==> config.mk <==
export PLATFORM = sky130hd
export DESIGN_NAME = nsqrt_update_cell
export DESIGN_NICKNAME = d
export VERILOG_FILES = /design/src/design/nsqrt_update_cell.sv
export SDC_FILE = /design/constraint.sdc
export NUM_CORES = 1
export LEC_CHECK = 0
export BUFFER_PORTS_ARGS = -buffer_cell sky130_fd_sc_hd__buf_2
export CORE_AREA = 2 2 172 174
export CTS_CLUSTER_SIZE = 10
export DETAILED_ROUTE_END_ITERATION = 8
export DIE_AREA = 0 0 174 176
export GPL_TIMING_DRIVEN = 1
export SETUP_SLACK_MARGIN = 0.15
export SLEW_MARGIN = 25
export SYNTH_ARGS = -nofsm -noshare
export SYNTH_HDL_FRONTEND = slang
export SYNTH_SLANG_ARGS = --single-unit
export TNS_END_PERCENT = 10
==> constraint.sdc <==
create_clock -name i_clk -period 8.8 [get_ports i_clk]
set_input_delay 1.76 -clock i_clk [delete_from_list [all_inputs] [get_ports i_clk]]
set_output_delay 1.76 -clock i_clk [all_outputs]
set_load 0.05 [all_outputs]
==> src/design/nsqrt_update_cell.sv <==
// nsqrt_update_cell: estimate update r = (r + q) / 2, zero estimate stays zero
// depends on nothing but its parameters
module nsqrt_update_cell #(
    parameter int W = 62
) (
    input  logic         i_clk,
    input  logic         i_rst_n,
    input  logic         i_valid,
    input  logic [W-1:0] i_scaled,
    input  logic [W-1:0] i_r,
    input  logic [W-1:0] i_q,
    output logic         o_valid,
    output logic [W-1:0] o_scaled,
    output logic [W-1:0] o_r,
    output logic [W-1:0] o_rem,
    output logic [W-1:0] o_q
);
    logic         r_valid;
    logic [W-1:0] r_scaled, r_r;
    logic [W:0]   sum;
    logic [W-1:0] n_r;

    always_comb begin
        sum = {1'b0, i_r} + {1'b0, i_q};
        n_r = (i_r == '0) ? '0 : sum[W:1];
    end

    always_ff @(posedge i_clk) begin
        if (!i_rst_n) begin
            r_valid <= 1'b0;
        end else begin
            r_valid <= i_valid;
        end
        r_scaled <= i_scaled;
        r_r      <= n_r;
    end

    assign o_valid  = r_valid;
    assign o_scaled = r_scaled;
    assign o_r      = r_r;
    assign o_rem    = '0;
    assign o_q      = '0;
endmodule

Word level (Yosys, flattened, before mapping)
Index checks and enable logic that the tools add are counted.

word-level totals
  register bits after elaboration = 125
  latch bits = 0
  RAM bits = 0
  bits in read-only memories = 0
  output and inout bits = 249
  word-level logic and storage cells = 5
  memories kept = 0

cells by class
  add/sub/neg operators = 1
  multipliers = 0
  divide/modulo/power cells = 0
  magnitude comparators = 0
  equal/unequal tests = 0
  shift operators = 0
  mux-type cells = 0
  bitwise gates (word level) = 0
  reductions and logical operators = 1

operator list
  cell              number
  $add 62x62->63    1
  $logic_not 62->1  1

Longest topological paths before layout
  depth after elaboration = 1
  mapped depth = 11

Least setup slack after synthesis
No wires, ideal clock.

  path kind = in2reg
  from = in i_r[18]
  to = reg r_r[61], in the netlist o_r[61]
  arrival = 4.019 ns
  setup slack = 4.662 ns
  cell stages on the path = 10
  cells stage by stage = ha_1 -> and2_1 -> and3_1 -> a221o_1 -> or3_1 -> o21a_2 -> a31oi_2 -> or4_1 -> a21oi_1 -> o221a_2

on the way
  cells in the longest elaborated chain, start to end = 1

ends and longest elaborated chain
  what                                                RTL line  RTL
  start: declaration                                  10        input logic [W-1:0] i_r,
  $add 62x62->63 or $logic_not 62->1 (tied branches)  24, 25
  end signal: assignment                              35        r_r <= n_r;
  end: declaration                                    19        logic [W-1:0] r_scaled, r_r;

Parallel ways exist; a longest one is shown, timed or not.
A chain may end at the register's enable or synchronous reset.

Worst setup path in the final report
  from = in i_r[0]
  to = reg r_r[61], in the netlist o_r[61]

Same word-level chain as after synthesis.

==> run_results.csv <==
group,metric,value,unit
status,status,"completed",
hold_path,hold_class,"in -> reg",
synth,synth_mux_area_share,0.130,%
global_routing,grt_pass1_wl,41.9,mm
clocking,root_buffer,"clkbuf_16",
die,core,0.0285,mm^2
setup_path,crit_required,9.11,ns
timing,rsz0062_at_grt,"no",
timing,fin_crit_sh,48.5,%
die,ios,438,
synth,synth.area.top_cells,"dfxtp_1 32%, buf_4 13%, ha_1 9.9%",
timing,fin_tns_setup,0,ns
setup_path,startpoint,"i_r[0]",
setup_path,path_class,"in -> reg",
finish,fillers,3028,
synth,yosys_warnings,0,
clocking,h-tree-depth,4,
synth,synth_area_leader_cell,"dfxtp_1",
routing,viasPerCell,4.62,
clocking,cts_hold_buffers,0,
synth,synthSimpleGateAreaFrac,16.6,%
clocking,clk_pin_slew_worst_paths,0.06,ns
clocking,post-cts-setup-buffers,0,
pwr,ir_worst_vdd,105,uV
placement,portBuffers,313,
setup_path,cp-start-kind,"input port",
routing,wire_per_inst,18.3,um
clocking,tritoncts,"built",
synth,synth_edf_count,0,
pwr,leakage,0.00481,uW
finish,area_growth,26.1,%
hold_path,min_path_cells,1,
synth,synthAdderAreaFrac,10.1,%
die,die_area,0.0306,mm^2
synth,postSynthCellCount,894,
global_routing,grt.total_usage,18.1,%
timing,worst_pin_slew,0.918,ns
clocking,clock-sinks,125,
synth,syn_avg_cell_area,8.64,um^2
placement,gp_congestion,0.901,
routing,drtAntennaViolNets,0,
finish,final_common_cell,"buf_2",
die,rows,62,
timing,fmax,234,MHz
finish,final_cell_mix,"313 x buf_2, 125 x dfxtp_1, 124 x conb_1",
routing,drcViolationCount,0,
finish,final_cells,1592,
hold_path,min_from,"i_scaled[42]",
placement,hpwl,24.5,mm
timing,timing.final.setup_violations,0,
finish,drive_gt1_share,31.5,%
synth,synth.ff_latch_count,125,
synth,async_flop_share,0,%
job,drv_cap,0,
synth,synth_compound_area_share,19.5,%
timing,finalWorstSetupSlack,4.54,ns
setup_path,critPathMaxFanout,6,
die,die_w,174,um
finish,stdcell_area,0.00974,mm^2
timing,period_minus_slack,4.26,ns
global_routing,grt_max_degree,35,
finish,finish.net_count,1444,
synth,ys_seq_area_share,32.4,%
setup_path,arrival,4.58,ns
placement,place_ws,4.03,ns
placement,place_area,0.00912,mm^2
die,start_util,27.1,%
global_routing,grt_pass1_vias,7112,
global_routing,antenna_found_initial,5,
clocking,cts_resized,0,
die,die_h,176,um
setup_path,critPathCaptureType,"flop",
clocking,clock_path_buffers,2,
routing,vias,7355,
synth,synth_xor_xnor_area_share,5.44,%
clocking,cts_buffers,17,
placement,place_inst,1558,
routing,routed_wl,29.1,mm
timing,drv_slew,0,
synth,synth_top_area_share,32.4,%
synth,synthFlopType,"dfxtp_1",
synth,netlist_area,0.00772,mm^2
routing,dr.pass1.iters,4,
timing,slew_headroom,38.2,%
global_routing,grt-ovfl-total,0,
hold_path,hold_end,"o_scaled[42]",
synth,ys_types,67,
timing,hold_viol,0,
pwr,powerDensity,234,mW/mm^2
timing,whs,1.43,ns
routing,drt_iter0_markers,350,
synth,synth_top_family_by_area,"compound AO/OA/AOI/OAI gates",
## critical path, stage by stage
cell	delay (ns)
buf_2	0.11
and2_1	0.16
fa_1	0.40
a21o_1	0.22
a31oi_1	0.30
nor3_1	0.12
o211a_1	0.30
o21a_2	0.32
a31oi_2	0.33
or4_1	0.22
a21oi_1	0.08
o221a_2	0.25
## Yosys cell counts, drive strengths merged, types with 2 or more instances
| cell type | count |
|---|---|
| and2 | 6 |
| a31o | 6 |
| o221ai | 3 |
| or2 | 7 |
| nor3b | 3 |
| a221oi | 2 |
| and3 | 3 |
| nand2b | 4 |
| o211a | 2 |
| nand3 | 14 |
| nor2 | 79 |
| xor2 | 20 |
| dfxtp | 125 |
| a21oi | 75 |
| o31ai | 5 |
| xnor2 | 28 |
| and4 | 3 |
| nor3 | 23 |
| o41ai | 2 |
| inv | 23 |
| o211ai | 4 |
| nand4 | 28 |
| o21a | 10 |
| a211oi | 7 |
| ha | 61 |
| or4 | 2 |
| o21ai | 37 |
| a221o | 2 |
| a21boi | 2 |
| o22ai | 2 |
| a21o | 32 |
| clkbuf | 17 |
| a31oi | 9 |
| o21bai | 17 |
| buf | 141 |
| nor2b | 7 |
| nor4 | 20 |
| nand2 | 47 |
| a2111oi | 5 |
## logic make-up after synthesis
group | after synthesis
simple gates | 250
compound gates | 226
buf+inv | 181
flops | 125
fa+ha+maj | 62
xor+xnor | 48
other cells | 1
mux | 1
## flip-flops by register name, summed over array words and instances (netlist names)
| signal | cells |
|---|---|
| o_r | 62 |
| o_valid | 1 |
| o_scaled | 62 |
## routing by layer
layer  track usage, %  share of wire, %  routed length, um
met2             31.3                48              13800
met4             8.16               3.5               1020
met5                0             0.093                 27
met1             20.6                40              11600
met3             5.53               8.8               2570
## how the worst max path moves through the flow
| stage | end | slack, ns | depth (start not counted) |
|---|---|---|---|
| final | o_r[61] | 4.54 | 12 |
| after global routing | o_r[60] | 4.32 | 11 |
| after CTS | o_r[52] | 4.48 | 11 |
| after detailed placement | o_r[56] | 4.03 | 11 |
| after global placement | o_r[52] | 4.08 | 11 |
| after floorplan | o_r[61] | 4.66 | 10 |
## metrics by stage
stage	util [%]	total power, uW
2_1_floorplan	-	1370
3_3_place_gp	32.0	1550
3_5_place_dp	32.0	1550
4_1_cts	34.1	2290
6_report	34.1	2280
5_1_grt	34.1	2370
## power by group
group / internal [uW] / switching, uW / leakage (uW) / total (uW)
Clock: 452 / 292 / 0.000295 / 745
Combinational: 210 / 657 / 0.00346 / 866
Sequential: 645 / 23.5 / 0.00105 / 668
Total: 1310 / 973 / 0.00481 / 2280
## area by class of cell
cell class / count / area [um^2] / share of cell area, %
clock inverters: 14 / 185 / 1.90
multi-input cells: 711 / 4470 / 45.9
diodes: 2 / 5.00 / 0.0514
flip-flops and latches: 125 / 2500 / 25.7
inverters: 23 / 86.3 / 0.886
well taps: 384 / 480 / 4.93
clock buffers: 18 / 429 / 4.41
repair buffers: 315 / 1580 / 16.2
No activity file was read; power rests on OpenSTA's default activity.
