### src/design/nsqrt_div_cell.sv
// nsqrt_div_cell: one restoring-division cell, produces one quotient bit
// depends on nothing but its parameters
module nsqrt_div_cell #(
    parameter int W   = 62,
    parameter int BIT = 0
) (
    input  logic         i_clk,
    input  logic         i_rst_n,
    input  logic         i_valid,
    input  logic [W-1:0] i_scaled,
    input  logic [W-1:0] i_r,
    input  logic [W-1:0] i_rem,
    input  logic [W-1:0] i_q,
    output logic         o_valid,
    output logic [W-1:0] o_scaled,
    output logic [W-1:0] o_r,
    output logic [W-1:0] o_rem,
    output logic [W-1:0] o_q
);
    logic         r_valid;
    logic [W-1:0] r_scaled, r_r, r_rem, r_q;
    logic [W:0]   cand, diff;
    logic         ge;
    logic [W-1:0] n_rem, n_q;

    always_comb begin
        cand  = {i_rem, i_scaled[BIT]};
        diff  = cand - {1'b0, i_r};
        ge    = cand >= {1'b0, i_r};
        n_rem = ge ? diff[W-1:0] : cand[W-1:0];
        n_q   = {i_q[W-2:0], ge};
    end

    always_ff @(posedge i_clk) begin
        if (!i_rst_n) begin
            r_valid <= 1'b0;
        end else begin
            r_valid <= i_valid;
        end
        r_scaled <= i_scaled;
        r_r      <= i_r;
        r_rem    <= n_rem;
        r_q      <= n_q;
    end

    assign o_valid  = r_valid;
    assign o_scaled = r_scaled;
    assign o_r      = r_r;
    assign o_rem    = r_rem;
    assign o_q      = r_q;
endmodule

### config.mk
export PLATFORM = sky130hd
export DESIGN_NAME = nsqrt_div_cell
export DESIGN_NICKNAME = d
export VERILOG_FILES = /design/src/design/nsqrt_div_cell.sv
export SDC_FILE = /design/constraint.sdc
export NUM_CORES = 1
export LEC_CHECK = 0
export BUFFER_PORTS_ARGS = -buffer_cell sky130_fd_sc_hd__buf_2
export CAP_MARGIN = 5
export CORE_AREA = 2 2 192 194
export DETAILED_ROUTE_END_ITERATION = 8
export DIE_AREA = 0 0 194 196
export GPL_TIMING_DRIVEN = 0
export PLACE_DENSITY_LB_ADDON = 0.3
export SLEW_MARGIN = 20
export SYNTH_ARGS = -nofsm -noshare
export SYNTH_HDL_FRONTEND = slang
export SYNTH_SLANG_ARGS = --single-unit
export TNS_END_PERCENT = 20
### constraint.sdc
create_clock -name i_clk -period 3.47 [get_ports i_clk]
set_input_delay 0.1735 -clock i_clk [delete_from_list [all_inputs] [get_ports i_clk]]
set_output_delay 0.1735 -clock i_clk [all_outputs]
set_load 0.02 [all_outputs]
== After elaboration in Yosys (flattened, before gate mapping) ==
Cells that the tools add are included.

* Register bits: 249
* Latch bits: 0
* Memory bits (writable): 0
* Memory bits (read-only): 0
* Input bits: 251
* Output and inout bits: 249
* Word-level logic and storage cells: 8
* Memories: 0

* Add/sub/neg operators: 1
* $mul: 0
* Divide/modulo/power cells: 0
* $lt $le $gt $ge: 1
* Equal/unequal tests: 0
* Shift operators: 0
* Muxes and demuxes: 1
* Bitwise logic cells: 0
* Reductions and logical operators: 0

{| class="wikitable"
|+ Operator list
! cell !! number
|-
| >= comparator 63 x 62 -> 1 bit || 1
|-
| two-way mux 62 bit || 1
|-
| subtractor 62 bit || 1
|}

== Depth between registers and ports, before layout ==
Gate-level depths: netlist (run 1).

* Depth in word-level cells: 2
* Gate-level depth with buffers: 14
* Gate-level depth less buffers: 13

== Worst setup path after synthesis (run 1) ==
Ideal clock, no wire load.

* Path kind: input-to-reg
* Start: input port i_scaled[0]
* End: register r_rem[56], in the netlist o_rem[56]
* Setup time: 122 ps
* Arrival time: 3093 ps
* Required time: 3348 ps
* Path slack: 255 ps
* Stages: 14
* Path buffers: 1
* Path through: inv_1 > ha_1 > inv_1 > fa_1 > a211oi_2 > nor2_1 > o31a_1 > or2_1 > buf_6 > a221o_1 > a2111o_1 > and2_4 > a2111oi_4 > o41ai_2

* Word-level cells in the longest chain between the ends: 2
* Elaborated cells between the ends (all ways): 3
* Those cells by class: add/sub: 1; order compare: 1; mux: 1

{| class="wikitable"
|+ Ends and longest elaborated chain
! item !! line !! source
|-
| start, declared || 10 || <nowiki>input logic [W-1:0] i_scaled,</nowiki>
|-
| subtractor 62 bit or >= comparator 63 x 62 -> 1 bit (tied branches) || 28, 29 ||
|-
| two-way mux 62 bit * || 30 || <nowiki>n_rem = ge ? diff[W-1:0] : cand[W-1:0];</nowiki>
|-
| net n_rem[56] || 24 || <nowiki>logic [W-1:0] n_rem, n_q;</nowiki>
|-
| end signal, assigned || 42 || <nowiki>r_rem <= n_rem;</nowiki>
|-
| end, declared || 21 || <nowiki>logic [W-1:0] r_scaled, r_r, r_rem, r_q;</nowiki>
|}

The timed path passes the listed nets; every way through them passes the cells marked *.
A chain may end at the register's enable or synchronous reset.

== Final worst setup path (run 1) ==
* Start: input port i_rem[18]
* End: register r_rem[56], in the netlist o_rem[56]

* Word-level cells in the longest chain between the ends: 2
* Elaborated cells between the ends (all ways): 3
* Those cells by class: add/sub: 1; order compare: 1; mux: 1

{| class="wikitable"
|+ Ends and longest elaborated chain
! item !! line !! source
|-
| start, declared || 12 || <nowiki>input logic [W-1:0] i_rem,</nowiki>
|-
| subtractor 62 bit or >= comparator 63 x 62 -> 1 bit (tied branches) || 28, 29 ||
|-
| two-way mux 62 bit * || 30 ||
|-
| net n_rem[56] || 24 ||
|}

Marked as above.

==> summary.md, run 1 <==
| Metric | Value |
|---|---|
| Mapped Cells | 991 |
| Via count | 10359 |
| Synth cell types | 70 |
| Synthesized area | 0.00994 mm2 |
| EDFF count, synth | 0 |
| Total track usage | 22.2% |
| Clk sinks | 249 |
| Critical path type | in2reg |
| DR vias/cell | 4.58 |
| RSZ-0062 raised after global routing | no |
| Clk pin slew, worst setup/hold paths | 0.06 ns |
| Global-route wire length before repair | 65000 um |
| CP Max Fanout | 8 |
| Cell Rows | 70 |
| Max-slew headroom | 52.5% |
| Total core area | 0.0361 mm2 |
| Routed WL per cell | 19.4 um |
| Power Dens Cells | 510 mW/mm2 |
| Grt total ovfl | 0 |
| Root buffer cell | clkbuf_16 |
| Setup violations, final | 0 |
| Status | complete, no violations |
| Fraction of synthesis flops using an asynchronous set or reset pin | 0% |
| CTS Buf Count | 29 |
| Fmax | 0.300 GHz |
| Largest net degree at the start of global routing | 16 |
| Drt total wl | 43800 um |
| Die H | 196 um |
| Die width | 194 um |
| Die footprint | 0.0380 mm2 |
| Clk buf depth | 3 |
| # DRC | 0 |
| IO Pins | 500 |
| Post-route minimum period | 3.33 ns |
| CTS tree | built |
| Most common cell after layout, fill and taps aside | buf_2 |
| Fill cell count | 3489 |
| Final Core Density | 45.8% |
| Worst EP arrival | 3.80 ns |
| Reg area | 0.00498 mm2 |
| Hold Fails Final Rpt | 0 |
| Area taken by multi-input logic gates | 0.00452 mm2 |
| Most frequent cells in the layout | 501 x buf_2, 250 x dlygate4sd3_1, 249 x dfxtp_1 |
| Vias in the first global route | 10777 |
| Register area share after synthesis | 50.2% |
| Post-route setup slack | 0.140 ns |
| Yosys warns | 0 |
| Detailed placement HPWL | 33900 um |
| Synth top area share | 50.2% |
| TritonRoute pass-1 iters | 5 |
| Pre-CTS WS | -0.424 ns |
| RD Place Congestion | 0.899 |
| #FFs+latches synth | 249 |
| Slew @ Worst Pin | 0.706 ns |
| Mean post-synth cell area | 10.0 um2 |
| Final Cycle Share | 96.0% |
| CTS HTree Levels | 1 |
| DRT iter0 DRCs | 445 |
| Critical path launch point type | primary input |
| Final antenna-violating net count | 0 |
| Number of max-cap violations | 0 |
| Synth area leader | dfxtp_1 |
| Synth top area cells | dfxtp_1 50%, ha_1 7.9%, mux2_2 3.7%, a21oi_1 3.6%, inv_1 2.9% |
| Initial antenna violation count | 7 |
| Fin nets | 2085 |
| Number of port buffers | 498 |
| Post-CTS setup buffers | 0 |
| Pins Over Slew Limit | 0 |
| Layout cells sized above 1 | 34.6% |
| Element type at the critical path end | flip-flop |
| WP data required | 3.94 ns |
| Leakage | 7.81 nW |
| Initial core utilization | 27.5% |
| Post-Syn Nets | 1306 |
| Synth-to-layout area growth | 66.4% |
| Maximum vdd ir drop | 0.000494 V |
| Main synth FF type | dfxtp_1 |
| Worst hold path type | in2reg |
[metrics by stage]
stage                     hold slack, ns  setup TNS, ns  area [um2]  instances  power, mW
after floorplan                    0.201              0        9940        991       4.40
after global placement             0.276         -12.28       13000       1957       5.13
after detailed placement           0.277         -10.13       13000       1957       5.13
after CTS                         0.0374              0       16500       2259       8.52
after global routing              0.0601              0       16500       2261       8.81
final                             0.0543              0       16500       2262       8.43
[synthesized netlist by cell type (3+ instances only)]
master    number
xnor2_1       32
and3_1         6
o21ai_1        5
nand2b_1       8
a21oi_1       72
a211oi_1       6
o31a_1         3
and4_1         4
o41ai_2        5
ha_1          63
o21ai_0       52
nor2_1        46
o21bai_1      16
o221ai_1       3
nand4_1       18
dfxtp_1      249
nand2_1       59
nor4_1         3
and2_1         5
mux2_2        33
and3b_1        4
clkbuf_1      17
a31oi_1        9
nor2b_1        4
a221o_1        3
buf_6          3
a21o_1        14
o31ai_1       12
buf_4          6
buf_2          3
o211ai_1       9
or3_1          6
nor3_1        21
a211o_1        7
a21boi_0       4
xor2_1        13
o21a_1         8
nand3_1       39
inv_1         78
[where the power goes]
group | switching, mW | leakage, nW | internal, mW
Combinational | 1.23 | 5.25 | 0.889
Clock | 1.27 | 0.466 | 1.84
Sequential | 0.0668 | 2.10 | 3.13
[cells by family (layout without fill, tap and decap cells)]
family	Yosys count	count (layout)	share of synthesized area, %
xor+xnor	45	45	3.97
other cells	0	3	0
simple gates	238	238	12.1
mux	34	34	3.84
buf+inv	109	909	4.61
compound gates	252	252	17.2
fa+ha+maj	64	64	8.13
flops	249	249	50.2
[path summary, 6_finish.rpt]
path | startpoint | to | slack [ns] | cells past startpoint
worst max-delay path | i_rem[18] | o_rem[56] | 0.14 | 13
worst min-delay path | i_rem[0] | o_rem[1] | 0.05 | 3
[worst max-delay path, stage by stage]
cell and delay, ns:
dlygate4sd3_1 0.54, buf_2 0.13, ha_1 0.26, buf_2 0.18, nand4_1 0.23, inv_1 0.07
a211o_1 0.27, a221o_1 0.31, a221o_1 0.48, a2111o_1 0.53, and2_4 0.19, a2111oi_4 0.31
o41ai_2 0.12
[cell type report]
cell class | instances | share of cell area [%]
repair buffers | 748 | 30.2
flip-flops and latches | 249 | 30.1
multi-input cells | 633 | 27.3
clock buffers | 42 | 5.11
well taps | 468 | 3.54
inverters | 79 | 1.80
plain buffers | 30 | 1.01
clock inverters | 10 | 0.802
diodes | 3 | 0.0454
[repair_timing]
item	CTS	global route
endpoints found under the setup margin	0	40
hold buffers	250	0
gates resized for setup	0	11
hold endpoints to repair	248	0
[metal layers]
layer / vias up / wire length, um / global-route usage [%]
li1: 5081 / - / -
met1: 4804 / 17900 / 25.9
met2: 368 / 21000 / 38.2
met3: 100 / 2740 / 6.05
met4: 6 / 2150 / 9.62
met5: - / 34 / 0
[state kept, by name (all words and copies together), names as in the netlist]
register,flops
o_q,62
o_r,62
o_rem,62
o_scaled,62
o_valid,1
Note: power is estimated with default switching activity, not from simulation.
==> run 2, diff against run 1 <==
CORE_AREA = 3 3 193 195   (was 2 2 192 194)
DIE_AREA = 0 0 196 198   (was 0 0 194 196)
==> run 2 against run 1 <==
  * Non-clock buffer count stayed put
  * Clock power hardly changed
  * Die area rose by 2.1%
  * Sequential power about the same
  * First-iteration DRC count up 11%
  * Critical endpoint is now o_rem[44]
  * Highest routed layer unchanged
  * Fmax grew 0.92%
  * Clock-buffer cell count unchanged
  * Power up 0.24%
==> summary.md, run 2 (synthesis gave the netlist of run 1 again) <==
| Metric | Value |
|---|---|
| Status | complete, no violations |
| Routed WL per cell | 19.8 um |
| Initial core utilization | 27.9% |
| Combinational Power Share | 25.0% |
| Power Total | 8.45 mW |
| Setup violations, final | 0 |
| Clk sinks | 249 |
| # DRC | 0 |
| Leakage | 7.83 nW |
| Die width | 196 um |
| Total core area | 0.0356 mm2 |
| IO Pins | 500 |
| Die H | 198 um |
| Fmax | 0.303 GHz |
| Drt total wl | 44700 um |
| Die footprint | 0.0388 mm2 |
| Setup TNS | 0 ns |
| DRT iter0 DRCs | 494 |
| Post-route setup slack | 0.170 ns |
| Slew @ Worst Pin | 0.739 ns |
| RSZ-0062 raised after global routing | no |
| CP Max Fanout | 6 |
| Final Cycle Share | 95.1% |
| Number of port buffers | 498 |
| Vias in the first global route | 10903 |
| Switch share | 30.1% |
| TritonRoute pass-1 iters | 5 |
| WHS Endpoint | o_rem[1] |
| Fill cell count | 3394 |
| CTS HTree Levels | 1 |
| Pins Over Slew Limit | 0 |
| Sequential share of power | 37.9% |
| Layout cells sized above 1 | 34.5% |
| RD Place Congestion | 0.859 |
| Via count | 10414 |
| CTS Buf Count | 29 |
| Clk pin slew, worst setup/hold paths | 0.05 ns |
| Pre-CTS WS | -0.387 ns |
| Worst hold path type | in2reg |
| Critical path launch point type | primary input |
| DR vias/cell | 4.62 |
| Total track usage | 22.1% |
| Switching power | 2.54 mW |
| Root buffer cell | clkbuf_16 |
| Global-route wire length before repair | 66000 um |
| Pint | 5.91 mW |
| Max-slew headroom | 50.2% |
| Number of max-cap violations | 0 |
| Fin nets | 2085 |
| Clk pwr share | 37.2% |
| Hold Path Depth | 3 |
| Grt total ovfl | 0 |
| Detailed placement HPWL | 34400 um |
| Non-Filler Instances | 2254 |
| Post-route minimum period | 3.30 ns |
| Clk buf depth | 3 |
| Maximum vdd ir drop | 0.000404 V |
| CTS tree | built |
| Most common cell after layout, fill and taps aside | buf_2 |
| Critical path type | in2reg |
| Hold Fails Final Rpt | 0 |
| Most frequent cells in the layout | 501 x buf_2, 250 x dlygate4sd3_1, 249 x dfxtp_1 |
| Worst EP arrival | 3.76 ns |
| Placed Instances | 1950 |
| Final antenna-violating net count | 0 |
| Synth-to-layout area growth | 66.2% |
| Power Dens Cells | 512 mW/mm2 |
| Cell Rows | 69 |
| Largest net degree at the start of global routing | 16 |
| Initial antenna violation count | 4 |
| Final Core Density | 46.4% |
| Element type at the critical path end | flip-flop |
| Hold path startpoint | i_rem[0] |
| WP data required | 3.93 ns |
run 2: how the worst max path moves through the flow:
stage	slack, ns	to	start
after floorplan	0.25	o_rem[56]	i_scaled[0]
after global placement	-0.68	o_rem[53]	i_r[2]
after detailed placement	-0.39	o_rem[4]	i_r[4]
after CTS	0.001	o_rem[5]	i_rem[14]
after global routing	0.02	o_rem[5]	i_r[53]
final	0.17	o_rem[44]	i_rem[14]
run 2: per-stage QoR:
step                instance area [um2]  hold WS (ns)
global placement                  13000         0.276
floorplan                          9940         0.201
CTS                               16500        0.0238
finish                            16500        0.0587
detailed placement                13000         0.277
global route                      16500        0.0498
run 2: repair_timing:
item,4_1_cts,5_1_grt
setup buffers,0,0
hold buffers,250,0
setup endpoints to repair,0,39
endpoints found under the hold margin,248,0
resized for setup,0,10
run 2: power groups by stage:
stage	clock network [mW]	logic, mW	registers, mW
after global routing	3.34	2.29	3.22
after global placement	0	1.87	3.25
after floorplan	0	0.781	3.62
final	3.14	2.11	3.20
after detailed placement	0	1.88	3.26
after CTS	3.23	2.12	3.20
run 2: layout make-up:
type | instances | area (um2) | area share (%)
antenna | 3 | 7.51 | 0.0455
buffer | 30 | 168 | 1.02
clock buffer | 42 | 835 | 5.05
clock inverter | 9 | 143 | 0.864
inverter | 79 | 297 | 1.80
multi-input combinational | 633 | 4510 | 27.3
sequential | 249 | 4980 | 30.2
tap | 461 | 577 | 3.49
timing repair buffer | 748 | 4990 | 30.2
run 2: worst max-delay path, stage by stage:
cell	delay [ns]
dlygate4sd3_1	0.54
buf_2	0.13
ha_1	0.36
a21oi_1	0.15
o21ai_1	0.13
a211o_1	0.31
a221o_1	0.30
a221o_1	0.48
a211oi_2	0.57
o21ai_1	0.17
xor2_1	0.18
mux2_2	0.26
run 2: metal layers:
metal | share of wire, % | GRT usage (%) | wire length (um) | up-vias
met5 | 0.056 | 0 | 25 | -
met4 | 3.0 | 6.31 | 1340 | 4
met3 | 6.3 | 5.16 | 2820 | 64
met2 | 50 | 39.9 | 22300 | 392
met1 | 41 | 26.2 | 18300 | 4880
li1 | - | - | - | 5074
==> run 3, diff against run 2 <==
BUFFER_PORTS_ARGS = -buffer_cell sky130_fd_sc_hd__buf_4   (was -buffer_cell sky130_fd_sc_hd__buf_2)
clock period = 3 ns   (was 3.47 ns; I/O delays follow)
==> run 3 against run 2 <==
  * Clock-buffer cell count decreased by 3
  * Clock power increased by 9.9%
  * First-iteration DRC count decreased by 10%
  * Design area increased by 7.3%
  * Via count increased by 1.7%
  * Highest routed layer unchanged
==> summary.md, run 3 (synthesis gave the netlist of run 1 again) <==
| Metric | Value |
|---|---|
| Power Dens Cells | 558 mW/mm2 |
| WHS Endpoint | o_rem[1] |
| Total core area | 0.0356 mm2 |
| Root buffer cell | clkbuf_16 |
| Leakage | 8.24 nW |
| WP data required | 3.46 ns |
| Detailed placement HPWL | 34700 um |
| Clk sinks | 249 |
| Power Total | 9.89 mW |
| Clk buf depth | 3 |
| Critical path type | in2reg |
| Pins Over Slew Limit | 0 |
| Via count | 10589 |
| Crit path largest cell delay | 0.55 ns |
| DRT iter0 DRCs | 443 |
| Hold Fails Final Rpt | 0 |
| Final Cycle Share | 99.6% |
| Fmax | 0.335 GHz |
| Most common cell after layout, fill and taps aside | buf_4 |
| Fill cell count | 3262 |
| Element type at the critical path end | flip-flop |
| CTS HTree Levels | 1 |
| Synth-to-layout area growth | 78.3% |
| Slowest cell on the critical path | a211oi_2 |
| Final Core Density | 49.8% |
| Number of max-cap violations | 0 |
| Critical path launch point type | primary input |
| CP Max Fanout | 5 |
| Routed WL per cell | 20.6 um |
| Worst hold path type | in2reg |
| Number of port buffers | 498 |
| Layout cells sized above 1 | 34.9% |
| Maximum vdd ir drop | 0.000612 V |
| Setup TNS | 0 ns |
| Die H | 198 um |
| Crit path cell chain | buf_4 > inv_2 > ha_1 > inv_1 > fa_2 > a211oi_2 > nor2_1 > o31a_1 > or2_1 > buf_6 > a221o_2 > a211oi_2 > o21ai_1 > xor2_1 > mux2_2 |
| Worst EP arrival | 3.45 ns |
| RD Place Congestion | 0.897 |
| Die footprint | 0.0388 mm2 |
| Post-route minimum period | 2.99 ns |
| Initial antenna violation count | 6 |
| Final antenna-violating net count | 0 |
| CTS Buf Count | 29 |
| Clk pin slew, worst setup/hold paths | 0.06 ns |
| Grt total ovfl | 0 |
| Status | complete, no violations |
| Die width | 196 um |
| DR vias/cell | 4.70 |
| Most frequent cells in the layout | 502 x buf_4, 250 x dlygate4sd3_1, 249 x dfxtp_1 |
| Setup violations, final | 0 |
| # DRC | 0 |
| Drt total wl | 46300 um |
| RSZ-0062 raised after global routing | yes |
| Largest net degree at the start of global routing | 16 |
| Reg area | 0.00498 mm2 |
| CTS tree | built |
| Cell Rows | 69 |
| TritonRoute pass-1 iters | 5 |
| Initial core utilization | 27.9% |
| Total track usage | 22.6% |
| Max-slew headroom | 54.7% |
| Hold Path Depth | 3 |
| Most frequent cell on the critical path | a211oi_2 |
| Post-CTS setup buffers | 0 |
| Vias in the first global route | 11092 |
| Slew @ Worst Pin | 0.672 ns |
| IO Pins | 500 |
| Area taken by multi-input logic gates | 0.00452 mm2 |
| Hold path startpoint | i_rem[0] |
| Fin nets | 2084 |
| Global-route wire length before repair | 67600 um |
==> run 3: where the power goes <==
part / internal (mW) / switching [mW] / leakage (nW)
clock network: 1.96 / 1.49 / 0.452
logic: 1.29 / 1.44 / 5.69
registers: 3.62 / 0.0913 / 2.10
total: 6.87 / 3.02 / 8.24
==> run 3: stage by stage <==
| stage | instances | instance area, um2 | hold WS, ns | setup slack (ns) |
|---|---|---|---|---|
| after global routing | 2252 | 17700 | 0.0250 | -0.125 |
| after CTS | 2251 | 17700 | -0.199 | 0.0232 |
| after floorplan | 991 | 9940 | 0.178 | -0.0345 |
| after detailed placement | 1950 | 14300 | 0.256 | -0.808 |
| final | 2253 | 17700 | 0.0215 | 0.0131 |
| after global placement | 1950 | 14300 | 0.255 | -1.01 |
==> run 3: what timing repair did <==
item                                   CTS  global route
gates resized for setup                  5            16
setup endpoints to repair               20            52
endpoints found under the hold margin  248             1
hold buffers                           249             1
pin swaps                                0             2
==> run 3: how the worst max path moves through the flow <==
stage | startpoint | end | cells past startpoint
floorplan | i_scaled[0] | o_rem[56] | 14
global route | i_scaled[0] | o_rem[44] | 15
finish | i_scaled[0] | o_rem[44] | 15
detailed placement | i_r[4] | o_rem[5] | 14
global placement | i_r[2] | o_rem[53] | 12
CTS | i_r[2] | o_rem[55] | 14
==> run 3: layout make-up <==
type | count | area share [%]
Buffer | 29 | 0.968
Clock inverter | 13 | 0.692
Timing Repair Buffer | 748 | 35.2
Inverter | 79 | 1.68
Tap cell | 461 | 3.26
Sequential cell | 249 | 28.1
Antenna cell | 2 | 0.0282
Clock buffer | 39 | 4.48
Multi-Input combinational cell | 633 | 25.5
==> run 3: worst max-delay path: cells and delay by family <==
family	cells	cell delay [ns]
XOR/XNOR	1	0.18
AO/OA/AOI/OAI	5	1.63
multiplexers	1	0.27
AND/OR/NAND/NOR	2	0.30
adder cells (fa/ha/maj)	2	0.54
buffers and inverters	4	0.38
==> run 3: layer usage <==
metal	up-vias	wire length, um	global-route usage [%]
met1	5008	18300	26.6
met3	107	3210	5.62
met2	398	22400	39.3
met5	-	59	0
met4	10	2330	9.80
li1	5066	-	-
